--- config.mk ---
export PLATFORM = sky130hd
export DESIGN_NAME = hdlc_nrzi_deframer
export DESIGN_NICKNAME = d
export VERILOG_FILES = /design/src/rtl/hnd_pkg.sv /design/src/rtl/hdlc_nrzi_deframer.sv /design/src/rtl/hnd_front.sv /design/src/rtl/hnd_queue.sv /design/src/rtl/hnd_back.sv
export SDC_FILE = /design/constraint.sdc
export NUM_CORES = 1
export LEC_CHECK = 0
export BUFFER_PORTS_ARGS = -buffer_cell sky130_fd_sc_hd__buf_4
export CAP_MARGIN = 20
export CORE_ASPECT_RATIO = 0.8
export CORE_MARGIN = 5
export CORE_UTILIZATION = 45
export CTS_CLUSTER_DIAMETER = 30
export DETAILED_ROUTE_END_ITERATION = 8
export PLACE_DENSITY = 0.7
export SLEW_MARGIN = 25
export SYNTH_ARGS = -nofsm -noshare
export SYNTH_HDL_FRONTEND = slang
export SYNTH_SLANG_ARGS = --single-unit
--- constraint.sdc ---
create_clock -name clk -period 6.5 [get_ports clk]
set_input_delay 0.975 -clock clk [delete_from_list [all_inputs] [get_ports clk]]
set_output_delay 0.975 -clock clk [all_outputs]
set_load 0.005 [all_outputs]
--- src/rtl/hnd_pkg.sv ---
// Shared types, constants and the CRC helper of the HDLC NRZI deframer.
package hnd_pkg;

  // Reflected CRC-CCITT
  localparam logic [15:0] CRC_POLY   = 16'h8408;
  localparam logic [15:0] CRC_GOOD   = 16'hF0B8;
  localparam logic [15:0] CRC_PRESET = 16'hFFFF;

  // Framing
  localparam logic [7:0] FLAG_BYTE    = 8'h7E;
  localparam logic [7:0] WINDOW_RESET = 8'hFF;

  localparam int unsigned LEN_W        = 12;
  localparam logic [LEN_W-1:0] MAX_FRAME_RESET = 12'd330;
  localparam logic [LEN_W-1:0] MIN_FRAME_BYTES = 12'd4;
  localparam logic [LEN_W-1:0] CRC_BYTES       = 12'd2;

  localparam int unsigned QUEUE_DEPTH_DEF = 4;

  // End of frame status codes
  typedef enum logic [2:0] {
    ST_GOOD  = 3'd0,
    ST_CRC   = 3'd1,
    ST_SHORT = 3'd2,
    ST_ALIGN = 3'd3,
    ST_ABORT = 3'd4,
    ST_LONG  = 3'd5
  } hnd_status_t;

  // One classified line bit, passed from front to back
  typedef struct packed {
    logic is_flag;
    logic bit_val;
  } hnd_evt_t;

  // One result item
  typedef struct packed {
    logic             is_end;
    logic [7:0]       data_byte;
    hnd_status_t      status;
    logic [LEN_W-1:0] length;
  } hnd_result_t;

  // Run one byte, LSB first, through the reflected CRC
  function automatic logic [15:0] crc_byte(input logic [15:0] crc_in, input logic [7:0] b);
    logic [15:0] c;
    c = crc_in ^ {8'h00, b};
    for (int k = 0; k < 8; k++) begin
      if (c[0]) begin
        c = (c >> 1) ^ CRC_POLY;
      end else begin
        c = c >> 1;
      end
    end
    return c;
  endfunction

endpackage

--- src/rtl/hdlc_nrzi_deframer.sv ---
// Top level of the HDLC NRZI deframer: front end, event queue and back end.
//
// Receives one NRZI line bit per input beat (no level change decodes as 1),
// finds 0x7E flags, removes stuffed zeros, packs bytes LSB first and checks
// the reflected CRC-CCITT. Data bytes come out two bytes late, so the CRC
// bytes never appear; each frame ends with a status beat (tuser high) that
// carries good, CRC error, too short, misaligned, aborted or too long, and
// on a good frame the length without CRC. The block takes one bit per clock
// cycle while the receiver keeps up: the front end decodes each accepted bit,
// the back end retires one queued bit per cycle, and a result register holds
// a pending beat while the queue keeps taking bits until it fills. A result
// beat passes through the event queue and then the result register before
// out_tvalid shows it. The frame size limit must be written through
// cfg_wr_en/cfg_wr_data while the block is idle; the block does not enforce it.
module hdlc_nrzi_deframer #(
  parameter int unsigned QUEUE_DEPTH = hnd_pkg::QUEUE_DEPTH_DEF
) (
  input  logic                      clk,
  input  logic                      rst_n,
  input  logic                      cfg_wr_en,
  input  logic [hnd_pkg::LEN_W-1:0] cfg_wr_data,  // max_frame_bytes
  input  logic                      in_tvalid,
  output logic                      in_tready,
  input  logic [7:0]                in_tdata,     // [0] line_level, [7:1] zero
  output logic                      out_tvalid,
  input  logic                      out_tready,
  output logic [23:0]               out_tdata,    // [7:0] data_byte, [10:8] frame_status,
                                                  // [22:11] frame_length, [23] zero
  output logic                      out_tuser     // is_frame_end
);
  import hnd_pkg::*;

  logic        push;
  hnd_evt_t    push_evt;
  logic        queue_full;
  logic        queue_empty;
  logic        pop;
  hnd_evt_t    pop_evt;
  hnd_result_t result;

  hnd_front u_front (
    .clk        (clk),
    .rst_n      (rst_n),
    .in_valid   (in_tvalid),
    .in_ready   (in_tready),
    .line_level (in_tdata[0]),
    .push       (push),
    .push_evt   (push_evt),
    .queue_full (queue_full)
  );

  hnd_queue #(
    .DEPTH (QUEUE_DEPTH)
  ) u_queue (
    .clk      (clk),
    .rst_n    (rst_n),
    .push     (push),
    .push_evt (push_evt),
    .full     (queue_full),
    .pop      (pop),
    .pop_evt  (pop_evt),
    .empty    (queue_empty)
  );

  hnd_back u_back (
    .clk         (clk),
    .rst_n       (rst_n),
    .cfg_wr_en   (cfg_wr_en),
    .cfg_wr_data (cfg_wr_data),
    .queue_empty (queue_empty),
    .evt         (pop_evt),
    .pop         (pop),
    .out_valid   (out_tvalid),
    .out_ready   (out_tready),
    .result      (result)
  );

  // Pack the result beat
  assign out_tdata = {1'b0, result.length, result.status, result.data_byte};
  assign out_tuser = result.is_end;

endmodule

--- src/rtl/hnd_front.sv ---
// Front end: NRZI decode and flag detection, one classified bit per accepted beat.
module hnd_front (
  input  logic              clk,
  input  logic              rst_n,
  input  logic              in_valid,
  output logic              in_ready,
  input  logic              line_level,
  output logic              push,
  output hnd_pkg::hnd_evt_t push_evt,
  input  logic              queue_full
);
  import hnd_pkg::*;

  logic       prev_level_r, prev_level_nxt;
  logic [7:0] window_r, window_nxt;
  logic       dec_bit;

  // Accept whenever the queue has room
  assign in_ready = !queue_full;
  assign push     = in_valid && !queue_full;

  // Decode: no level change means a one
  always_comb begin
    dec_bit        = (line_level == prev_level_r);
    prev_level_nxt = prev_level_r;
    window_nxt     = window_r;
    if (push) begin
      prev_level_nxt = line_level;
      window_nxt     = {dec_bit, window_r[7:1]};
    end
  end

  // Classify the new bit
  assign push_evt.is_flag = ({dec_bit, window_r[7:1]} == FLAG_BYTE);
  assign push_evt.bit_val = dec_bit;

  always_ff @(posedge clk) begin
    if (!rst_n) begin
      prev_level_r <= 1'b0;
      window_r     <= WINDOW_RESET;
    end else begin
      prev_level_r <= prev_level_nxt;
      window_r     <= window_nxt;
    end
  end

endmodule

--- src/rtl/hnd_queue.sv ---
// Short event queue between front and back.
module hnd_queue #(
  parameter int unsigned DEPTH = hnd_pkg::QUEUE_DEPTH_DEF
) (
  input  logic              clk,
  input  logic              rst_n,
  input  logic              push,
  input  hnd_pkg::hnd_evt_t push_evt,
  output logic              full,
  input  logic              pop,
  output hnd_pkg::hnd_evt_t pop_evt,
  output logic              empty
);
  import hnd_pkg::*;

  localparam int unsigned PTR_W = (DEPTH > 1) ? $clog2(DEPTH) : 1;
  localparam int unsigned CNT_W = $clog2(DEPTH + 1);
  localparam logic [PTR_W-1:0] LAST_PTR = PTR_W'(DEPTH - 1);
  localparam logic [CNT_W-1:0] FULL_CNT = CNT_W'(DEPTH);

  hnd_evt_t         slot_r [DEPTH];
  logic [PTR_W-1:0] wr_ptr_r, wr_ptr_nxt;
  logic [PTR_W-1:0] rd_ptr_r, rd_ptr_nxt;
  logic [CNT_W-1:0] count_r, count_nxt;

  assign full    = (count_r == FULL_CNT);
  assign empty   = (count_r == '0);
  assign pop_evt = slot_r[rd_ptr_r];

  // Advance pointers and count
  always_comb begin
    wr_ptr_nxt = wr_ptr_r;
    rd_ptr_nxt = rd_ptr_r;
    count_nxt  = count_r;
    if (push) begin
      wr_ptr_nxt = (wr_ptr_r == LAST_PTR) ? '0 : wr_ptr_r + 1'b1;
    end
    if (pop) begin
      rd_ptr_nxt = (rd_ptr_r == LAST_PTR) ? '0 : rd_ptr_r + 1'b1;
    end
    if (push && !pop) begin
      count_nxt = count_r + 1'b1;
    end else if (pop && !push) begin
      count_nxt = count_r - 1'b1;
    end
  end

  always_ff @(posedge clk) begin
    if (!rst_n) begin
      wr_ptr_r <= '0;
      rd_ptr_r <= '0;
      count_r  <= '0;
    end else begin
      wr_ptr_r <= wr_ptr_nxt;
      rd_ptr_r <= rd_ptr_nxt;
      count_r  <= count_nxt;
    end
  end

  // Store entries
  always_ff @(posedge clk) begin
    if (push) begin
      slot_r[wr_ptr_r] <= push_evt;
    end
  end

endmodule

--- src/rtl/hnd_back.sv ---
// Back end: destuffing, abort, byte packing, CRC, length check and result register.
module hnd_back (
  input  logic                     clk,
  input  logic                     rst_n,
  input  logic                     cfg_wr_en,
  input  logic [hnd_pkg::LEN_W-1:0] cfg_wr_data,
  input  logic                     queue_empty,
  input  hnd_pkg::hnd_evt_t        evt,
  output logic                     pop,
  output logic                     out_valid,
  input  logic                     out_ready,
  output hnd_pkg::hnd_result_t     result
);
  import hnd_pkg::*;

  logic [LEN_W-1:0] max_bytes_r;
  logic             inside_r, inside_nxt;
  logic [2:0]       ones_r, ones_nxt;
  logic [2:0]       bit_idx_r, bit_idx_nxt;
  logic [7:0]       partial_r, partial_nxt;
  logic [15:0]      crc_r, crc_nxt;
  logic [LEN_W-1:0] total_r, total_nxt;
  logic [7:0]       held0_r, held0_nxt;
  logic [7:0]       held1_r, held1_nxt;
  logic             out_valid_r, out_valid_nxt;
  hnd_result_t      result_r;
  hnd_result_t      emit_res;
  logic             emit;
  logic [7:0]       full_byte;
  hnd_status_t      end_status;

  assign pop       = !queue_empty && (!out_valid_r || out_ready);
  assign out_valid = out_valid_r;
  assign result    = result_r;

  // Byte as it stands once the current bit is added
  always_comb begin
    full_byte = partial_r;
    full_byte[bit_idx_r] = evt.bit_val;
  end

  // Status of a frame closed by a flag
  always_comb begin
    priority if (total_r < MIN_FRAME_BYTES) begin
      end_status = ST_SHORT;
    end else if (bit_idx_r != 3'd7) begin
      end_status = ST_ALIGN;
    end else if (crc_r == CRC_GOOD) begin
      end_status = ST_GOOD;
    end else begin
      end_status = ST_CRC;
    end
  end

  // Carry out one event
  always_comb begin
    inside_nxt  = inside_r;
    ones_nxt    = ones_r;
    bit_idx_nxt = bit_idx_r;
    partial_nxt = partial_r;
    crc_nxt     = crc_r;
    total_nxt   = total_r;
    held0_nxt   = held0_r;
    held1_nxt   = held1_r;
    emit        = 1'b0;
    emit_res    = '{is_end: 1'b1, data_byte: 8'h00, status: ST_GOOD, length: '0};
    if (pop) begin
      if (evt.is_flag) begin
        // Close any frame, then open a new one unless the closed frame was good
        if (inside_r && (total_r != '0)) begin
          emit            = 1'b1;
          emit_res.status = end_status;
          if (end_status == ST_GOOD) begin
            emit_res.length = total_r - CRC_BYTES;
          end
        end
        inside_nxt  = !(inside_r && (total_r != '0) && (end_status == ST_GOOD));
        total_nxt   = '0;
        bit_idx_nxt = '0;
        partial_nxt = '0;
        crc_nxt     = CRC_PRESET;
        ones_nxt    = '0;
      end else if (inside_r) begin
        if (evt.bit_val && (ones_r == 3'd6)) begin
          // Seven ones: abort
          ones_nxt   = '0;
          inside_nxt = 1'b0;
          if (total_r != '0) begin
            emit            = 1'b1;
            emit_res.status = ST_ABORT;
          end
        end else if (!evt.bit_val && (ones_r == 3'd5)) begin
          // Drop the stuffed zero
          ones_nxt = '0;
        end else begin
          ones_nxt    = evt.bit_val ? ones_r + 1'b1 : 3'd0;
          bit_idx_nxt = bit_idx_r + 1'b1;
          partial_nxt = full_byte;
          if (bit_idx_r == 3'd7) begin
            partial_nxt = '0;
            if (total_r >= max_bytes_r) begin
              inside_nxt      = 1'b0;
              emit            = 1'b1;
              emit_res.status = ST_LONG;
            end else begin
              crc_nxt   = crc_byte(crc_r, full_byte);
              held0_nxt = held1_r;
              held1_nxt = full_byte;
              total_nxt = total_r + 1'b1;
              if (total_r >= CRC_BYTES) begin
                emit               = 1'b1;
                emit_res.is_end    = 1'b0;
                emit_res.data_byte = held0_r;
              end
            end
          end
        end
      end
    end
  end

  // Hold or release the result register
  always_comb begin
    out_valid_nxt = out_valid_r;
    if (emit) begin
      out_valid_nxt = 1'b1;
    end else if (out_ready) begin
      out_valid_nxt = 1'b0;
    end
  end

  always_ff @(posedge clk) begin
    if (!rst_n) begin
      max_bytes_r <= MAX_FRAME_RESET;
      inside_r    <= 1'b0;
      ones_r      <= '0;
      bit_idx_r   <= '0;
      partial_r   <= '0;
      crc_r       <= CRC_PRESET;
      total_r     <= '0;
      out_valid_r <= 1'b0;
    end else begin
      if (cfg_wr_en) begin
        max_bytes_r <= cfg_wr_data;
      end
      inside_r    <= inside_nxt;
      ones_r      <= ones_nxt;
      bit_idx_r   <= bit_idx_nxt;
      partial_r   <= partial_nxt;
      crc_r       <= crc_nxt;
      total_r     <= total_nxt;
      out_valid_r <= out_valid_nxt;
    end
  end

  // Payload registers
  always_ff @(posedge clk) begin
    held0_r <= held0_nxt;
    held1_r <= held1_nxt;
    if (emit) begin
      result_r <= emit_res;
    end
  end

endmodule

After elaboration in Yosys (flattened, before gate mapping):

Memory sizes are Yosys's and may differ from the RTL's. A register that Yosys moved wholly into a read port is not among the register bits.
Index checks and enable logic that the tools add are counted.

* flip-flop bits (word level): 112
* latch bits: 0
* bits in writable memories: 8
* memory bits (read-only): 0
* input port bits: 25
* output and inout bits: 27
* word-level logic and storage cells: 220
* memories: 1

Memory list
* u_queue.slot_r: words 4, bits a word 2, rd ports 1, clocked after memory_dff 1, write ports 1, RTL line hnd_queue.sv:21 `hnd_evt_t slot_r [DEPTH];`

* add/subtract/negate cells: 8
* multipliers: 0
* div/mod/pow operators: 0
* order comparisons: 5
* equality and inequality tests: 13
* shifts and indexed selects: 0
* multiplexer cells: 126
* bitwise logic cells: 17
* reduce and logical (&&, ||, !) cells: 31

Operator list (number)
* 16-bit two-way mux: 63
* 12-bit two-way mux: 9
* 3-bit two-way mux: 16
* 8-bit two-way mux: 5
* 2-bit NOT with 3-bit output: 8
* 1-bit two-way mux: 22
* 9-bit two-way mux: 2
* 16-bit == test, second input constant: 1
* 16-bit by 8-bit XOR with 16-bit output: 1
* 15-bit two-way mux: 1
* 12-bit by 1-bit adder with 12-bit output, second input constant: 1
* 3-bit == test, second input constant: 4
* 12-bit greater-or-equal comparator: 1
* 12-bit by 2-bit greater-or-equal comparator with 1-bit output, second input constant: 1
* 12-bit by 3-bit < comparator with 1-bit output, second input constant: 1
* 2-bit two-way mux: 6
* 12-bit nonzero test: 1
* 12-bit by 2-bit subtractor with 12-bit output, second input constant: 1
* 3-bit by 1-bit adder with 3-bit output, second input constant: 3
* 1-bit logical AND: 9
* 8-bit bitwise mux: 1
* 8-bit by 7-bit == test with 1-bit output, second input constant: 1
* 1-bit NOT: 8
* 4-bit AND reduction: 2
* other kinds (18): 32

Longest topological paths before layout:

Gate-level depths: netlist (run 1).

* word-level depth: 77
* depth in mapped cells: 10

Hierarchy:

A second synthesis (run 1) with hierarchy kept.

* cell total of the unflattened synthesis: 587
* area, all modules: 6028.3 um^2

Modules (own cells, without submodules)
* hnd_back: instances 1, cells an instance 489, area an instance 4934.7 um^2
* hnd_queue: instances 1, cells an instance 54, area an instance 742.0 um^2
* hnd_front: instances 1, cells an instance 42, area an instance 340.3 um^2
* hdlc_nrzi_deframer: instances 1, cells an instance 2, area an instance 11.3 um^2

Worst setup path before layout (run 1):

No wires, ideal clock.

* kind: input-to-reg
* from: input port out_tready
* to: register u_back.held0_r[0] (enable)
* setup time: 0.388 ns
* arrival: 2.882 ns
* setup slack: 3.230 ns
* cell stages on the path: 8
* buffers on the path: 2
* path through: nand2b_1 and2_0 inv_1 nor2_1 o2111ai_1 buf_2 buf_2 nor2_1

* cells in the longest elaborated chain, start to end: 3

Ends and longest elaborated chain
* start, declared: RTL line hdlc_nrzi_deframer.sv:26 `input logic out_tready,`
* 1-bit logical OR: RTL line hnd_back.sv:32 `assign pop = !queue_empty && (!out_valid_r || out_ready);`
* 1-bit logical AND: RTL line hnd_back.sv:32
* 7-bit AND reduction (no source line)
* end signal, assigned: RTL line hnd_back.sv:158 `held0_r <= held0_nxt;`
* end, declared: RTL line hnd_back.sv:23 `logic [7:0] held0_r, held0_nxt;`

Every way passes these cells.
A chain may end at the register's enable or synchronous reset.

Worst setup path in the final report (run 1):

* from: register u_back.total_r[4]
* to: register u_back.result_r, in the netlist u_back.result[20] (enable)

* cells in the longest elaborated chain, start to end: 9

Ends and longest elaborated chain
* start, declared: RTL line hnd_back.sv:22 `logic [LEN_W-1:0] total_r, total_nxt;`
* start signal, assigned: RTL line hnd_back.sv:151 `total_r <= total_nxt;`
* 12-bit by 2-bit greater-or-equal comparator with 1-bit output: RTL line hnd_back.sv:110 `if (total_r >= CRC_BYTES) begin`
* 1-bit two-way mux: RTL line hnd_back.sv:110
* 1-bit two-way mux: RTL line hnd_back.sv:101 `if (total_r >= max_bytes_r) begin`
* 1-bit two-way mux: RTL line hnd_back.sv:99 `if (bit_idx_r == 3'd7) begin`
* 1-bit two-way mux: RTL line hnd_back.sv:92 `end else if (!evt.bit_val && (ones_r == 3'd5)) begin`
* 1-bit two-way mux: RTL line hnd_back.sv:84 `if (evt.bit_val && (ones_r == 3'd6)) begin`
* 1-bit two-way mux: RTL line hnd_back.sv:83 `end else if (inside_r) begin`
* 1-bit two-way mux *: RTL line hnd_back.sv:68 `if (evt.is_flag) begin`
* 1-bit two-way mux *: RTL line hnd_back.sv:67 `if (pop) begin`
* named net u_back.emit: RTL line hnd_back.sv:28 `logic emit;`
* end signal, assigned: RTL line hnd_back.sv:161 `result_r <= emit_res;`
* end, declared: RTL line hnd_back.sv:26 `hnd_result_t result_r;`

Mark *: on every way through the listed nets, which the timed path passes. The rest lies on a longest branch.

==> out/metrics.csv, run 1 <==
metric,value,unit
status,completed,
initial antenna violation count,0,
Synth top area share,24.2,%
core area,0.0130,sq mm
min cycle time layout,3.31,ns
Synth Warn #,0,
drt initial violations,349,
drt pass-1 iters,5,
worst-path maximum fanout,24,
Final Hold Slack,0.411,ns
Yosys top cell by area,dfxtp_1,
clk slew on worst S/H paths,0.05,ns
CTS resizes,0,
hpwl dp,9190,um
die area,0.0158,sq mm
area delta synth->final,16.7,%
min setup slack post-route,3.19,ns
"count leader, synth",dfxtp_1,
Reg2Reg Setup Slack,3.19,ns
ys flop type,dfxtp_1,
CP bufs+invs,1,
fin cells,832,
RSZ-0062 raised after global routing,no,
clk_lat worst skew,0.42,ns
max frequency,0.302,GHz
CTS root buffer,clkbuf_16,
family with the most delay on the worst path,simple AND/OR/NAND/NOR gates,
ranking of synthesized cells by area,"dfxtp_1, edfxtp_1, ha_1, nand2_1, nor2_1",
kind of critical path,flop to flop,
layout cell share with drive strength beyond 1,14.0,%
Mapped Nets,667,
HP Class,flop to flop,
CP cell instances,or4_1 -> nor4_1 -> nor3b_1 -> o211ai_1 -> a32oi_1 -> inv_1,
hold buffer count at CTS,0,
global-route wire length before repair,21200,um
Total Wirelength,13000,um
pre-CTS setup slack,2.98,ns
Seq cells post-synth,121,
Clock Sink Count,121,
PortBufs,43,
WL/cell,15.7,um
"Req. time, crit path",6.50,ns
initial core utilization,46.4,%
# rows,37,
worst slew pin tran,0.923,ns
Startpoint Class,flop,
CTS tree,built,
grt ovf,0,
clk buf depth,2,
async set or reset register ratio after synthesis,0,%
DIE HEIGHT,114,um
die extent in x,139,um
Synth cell types,60,
Ports,52,
final cycle utilization of the critical path,51.0,%
Final setup viols,0,
dpl cells,800,
Cells after Synth,613,
multi-input combinational cell area,0.00286,sq mm
Pwr Total,2.47,mW
Routed Antenna Nets,0,
Final Hold Viols,0,
TritonCTS Buffers,17,
postcts setup bufs,0,
H-tree depth,4,
power per cell area,350,mW/mm^2
# diodes,0,
"EDFF count, synth",48,
Setup TNS Final,0,ns
sequential area share after synthesis,48.1,%
GRT Total Usage,16.7,%
Post-route DRC,0,
Filler Cells Inserted,1146,
final RePlAce weighted congestion,0.853,
Worst VDD drop,0.248,mV
Max-Cap Viols,0,
final-report max-slew violation count,0,
Vias/cell,5.53,
P_leak,2.85,nW
most instantiated cells after synthesis,"dfxtp_1, nand2_1, nor2_1",
via count,4605,
largest net degree at the start of global routing,37,
Slew HR,38.4,%
Worst path max stage delay,0.62,ns
Reg area,0.00290,sq mm
fin nets,698,
Clock Skew,0.00984,ns
vias in the first global route,4276,
Post-Syn Area,0.00603,sq mm
Worst EP arrival,3.32,ns
mean post-synth cell area,9.84,sq um
Worst Setup End Kind,flop,
"Slowest-stage cell, CP",or4_1,
## metal layers
layer  GRT usage [%]  share of wire, %  vias to the layer above
li1                -                 -                     2270
met1            22.8                48                     2180
met2            25.6                44                      133
met3            5.07               5.7                       22
met4            5.02               1.6                        0
met5               0                 0                        -
## power by group
part / total (mW) / switching [mW] / internal [mW]
clock network: 0.920 / 0.346 / 0.574
logic: 0.638 / 0.379 / 0.259
registers: 0.911 / 0.0573 / 0.854
total: 2.47 / 0.782 / 1.69
## registers in the layout, summed over array words and instances (netlist names), 7 cells and up, named ones only
name / flops
u_back.result: 24
u_back.crc_r: 16
u_back.max_bytes_r: 12
u_back.total_r: 12
u_back.held0_r: 8
u_back.held1_r: 8
u_back.partial_r: 8
u_queue.slot_r: 8
u_front.window_r: 7
## worst reg2reg max path, cell delays in order, from the launching register on
cell	delay (ns)
dfxtp_1	0.42
or4_1	0.62
nor4_1	0.43
nor3b_1	0.54
o211ai_1	0.16
a32oi_1	0.26
inv_1	0.45
## cell usage in the layout (no fill, tap or decap), types with 19 or more instances in the layout
| cell type | Yosys | final |
|---|---|---|
| ha_1 | 28 | 28 |
| buf_4 | 1 | 46 |
| a21oi_1 | 29 | 29 |
| nand2_1 | 59 | 59 |
| nor2_1 | 51 | 50 |
| nor3_1 | 19 | 19 |
| dfxtp_1 | 73 | 73 |
| inv_1 | 33 | 33 |
| nand3_1 | 30 | 30 |
| o21ai_0 | 20 | 20 |
| edfxtp_1 | 48 | 48 |
## logic make-up (layout without fill, tap and decap cells)
group,count (synthesis),after routing,synth area share (%)
compound gates,114,114,12.5
xor+xnor,24,24,5.08
fa+ha+maj,29,29,6.14
buf+inv,68,112,4.64
flops,121,121,48.1
mux,14,14,2.88
other cells,1,1,0.0621
simple gates,242,242,20.6
## layout make-up
type                       count  area share [%]
clock inverter                14            2.11
timing repair buffer          46            4.90
tap                          175            3.11
clock buffer                  18            6.24
inverter                      34            1.81
sequential                   121            41.2
multi-input combinational    424            40.6
## per-stage QoR
stage	utilization, %	area [sq um]
global placement	49.6	6450
finish	54.1	7040
CTS	54.1	7040
detailed placement	49.6	6450
floorplan	-	6030
global route	54.1	7040
## worst paths after layout
check / startpoint / endpoint / cells past startpoint
min: u_back.held1_r[0] / u_back.held0_r[0] / 0
max reg2reg: u_back.total_r[4] / u_back.result[20] / 6
min reg2reg: u_back.held1_r[0] / u_back.held0_r[0] / 0
max: u_back.total_r[4] / u_back.result[20] / 6
No activity file was read; power rests on OpenSTA's default activity.
==> inputs of run 2 (changes only) <==
--- a/config.mk
+++ b/config.mk
@@ -12,7 +12,7 @@
 export CORE_UTILIZATION = 45
 export CTS_CLUSTER_DIAMETER = 30
 export DETAILED_ROUTE_END_ITERATION = 8
-export PLACE_DENSITY = 0.7
+export PLACE_DENSITY = 0.72
 export SLEW_MARGIN = 25
 export SYNTH_ARGS = -nofsm -noshare
 export SYNTH_HDL_FRONTEND = slang
==> constraint.sdc (replaced) <==
create_clock -name clk -period 2.8 [get_ports clk]
set_input_delay 0.42 -clock clk [delete_from_list [all_inputs] [get_ports clk]]
set_output_delay 0.42 -clock clk [all_outputs]
set_load 0.005 [all_outputs]
==> out/metrics.csv, run 2 (synthesized netlist as in run 1, its figures left out) <==
metric,value,unit,change
Final Hold Viols,0,,unchanged
"Req. time, crit path",3.10,ns,-3.40 ns
H-tree depth,4,,unchanged
min cycle time layout,2.60,ns,-0.713 ns
highest-count cells in the layout ignoring fill and taps,"dfxtp_1, buf_4, nand2_1",,
initial core utilization,46.4,%,unchanged
Vias/cell,5.61,,+1.3%
drt initial violations,463,,+33%
P_leak,2.97,nW,+4.1%
clk slew on worst S/H paths,0.06,ns,about the same
CP cell instances,mux4_2 -> and3_1 -> o21ai_0 -> and2_1 -> xnor3_1 -> o31a_1,,
final-report max-slew violation count,0,,unchanged
pre-CTS setup slack,0.139,ns,-2.84 ns
worst slew pin tran,0.727,ns,-0.196 ns
Worst Setup EP,u_back.crc_r[3],,
clk_lat worst skew,0.41,ns,about the same
max FFs per register,24,,unchanged
power per cell area,789,mW/mm^2,+130%
"most common cell after layout, fill and taps aside",dfxtp_1,,
CTS tree,built,,
worst-path maximum fanout,12,,-50%
Total Wirelength,13600,um,+4.2%
core area,0.0130,sq mm,unchanged
kind of critical path,flop to flop,,
fin nets,721,,+3.3%
max frequency,0.385,GHz,+27%
Worst EP arrival,2.90,ns,-0.42 ns
layout cell share with drive strength beyond 1,16.3,%,+2.3 points
"Slowest-stage cell, CP",mux4_2,,
Clock Skew,0.00794,ns,-0.00190 ns
DIE HEIGHT,114,um,unchanged
Worst VDD drop,0.547,mV,+120%
final RePlAce weighted congestion,0.847,,-0.77%
Worst Setup End Kind,flop,,
Slew HR,51.5,%,+13 points
area delta synth->final,19.8,%,
WL/cell,15.9,um,+1.4%
vias in the first global route,4564,,+6.7%
die extent in x,139,um,unchanged
Reg2Reg Depth,6,,unchanged
TritonCTS Buffers,17,,unchanged
GRT Total Usage,17.5,%,+0.80 points
Setup TNS Final,0,ns,unchanged
final cycle utilization of the critical path,92.9,%,+42 points
min setup slack post-route,0.199,ns,-2.99 ns
hold buffer count at CTS,0,,unchanged
Startpoint Class,flop,,
Post-route DRC,0,,unchanged
HP Class,primary input to flop,,
via count,4795,,+4.1%
clk buf depth,2,,unchanged
status,completed,,
largest net degree at the start of global routing,29,,-22%
Worst path max stage delay,0.66,ns,+0.04 ns
Routed Antenna Nets,0,,unchanged
initial antenna violation count,0,,unchanged
Max-Cap Viols,0,,unchanged
hold_sp,cfg_wr_data[6],,
CTS root buffer,clkbuf_16,,
# diodes,0,,unchanged
Clock Sink Count,121,,unchanged
Final Hold Slack,0.227,ns,-0.184 ns
grt ovf,0,,unchanged
Filler Cells Inserted,1107,,-3.4%
PortBufs,43,,unchanged
global-route wire length before repair,22200,um,+4.8%
r2r endpoint,u_back.crc_r[3],,
Final setup viols,0,,unchanged
Reg2Reg Setup Slack,0.20,ns,-2.99 ns
drt pass-1 iters,5,,unchanged
# rows,37,,unchanged
RSZ-0062 raised after global routing,no,,
Ports,52,,unchanged
hpwl dp,9670,um,+5.2%
die area,0.0158,sq mm,unchanged
run 2: critical path: cells and delay by family, from the launching register on:
family                    cells  cell delay [ns]
DFF                           1             0.36
muxes                         1             0.66
xor gates and xnor gates      1             0.43
AOI/OAI and AO/OA             2             0.50
and+or+nand+nor               2             0.54
run 2: worst min path at each step:
stage	endpoint	slack, ns	depth (start not counted)
floorplan	u_back.held0_r[0]	0.40	0
global placement	u_back.held0_r[0]	0.40	0
detailed placement	u_back.held0_r[6]	0.41	0
CTS	u_back.max_bytes_r[6]	0.21	3
global route	u_back.max_bytes_r[8]	0.23	3
finish	u_back.max_bytes_r[6]	0.23	3
run 2: final cells by class:
| cell class | instances | area, sq um | share of cell area [%] |
|---|---|---|---|
| clock buffers | 18 | 429 | 5.94 |
| clock inverters | 14 | 133 | 1.84 |
| inverters | 34 | 128 | 1.77 |
| multi-input cells | 424 | 2890 | 39.9 |
| flip-flops and latches | 121 | 2900 | 40.2 |
| well taps | 175 | 219 | 3.03 |
| repair buffers | 69 | 531 | 7.34 |
run 2: metal layers:
layer | vias up | global-route usage [%] | wire, um
met5 | - | 0 | 0
met4 | 0 | 6.98 | 178
met3 | 17 | 4.44 | 1020
met2 | 176 | 27.9 | 6280
met1 | 2292 | 22.9 | 6090
li1 | 2310 | - | -
run 2: power by group:
part	total, mW	internal, mW	leakage, nW	switching, mW
registers	2.12	1.98	1.01	0.135
logic	1.53	0.626	1.70	0.899
clock network	2.06	1.29	0.263	0.768
run 2: what timing repair did:
item                                    CTS  global route
hold endpoints to repair                  0             0
resized for setup                         0             4
buffers inserted                          0             1
endpoints found under the setup margin    0            55
run 2: stage by stage:
| step | cell area, sq um | std cells | utilization, % | power [mW] |
|---|---|---|---|---|
| detailed placement | 6630 | 822 | 51.0 | 3.65 |
| global placement | 6630 | 822 | 51.0 | 3.57 |
| finish | 7230 | 855 | 55.6 | 5.70 |
| floorplan | 6040 | 613 | - | 3.29 |
| CTS | 7190 | 854 | 55.3 | 5.71 |
| global route | 7230 | 855 | 55.6 | 6.00 |
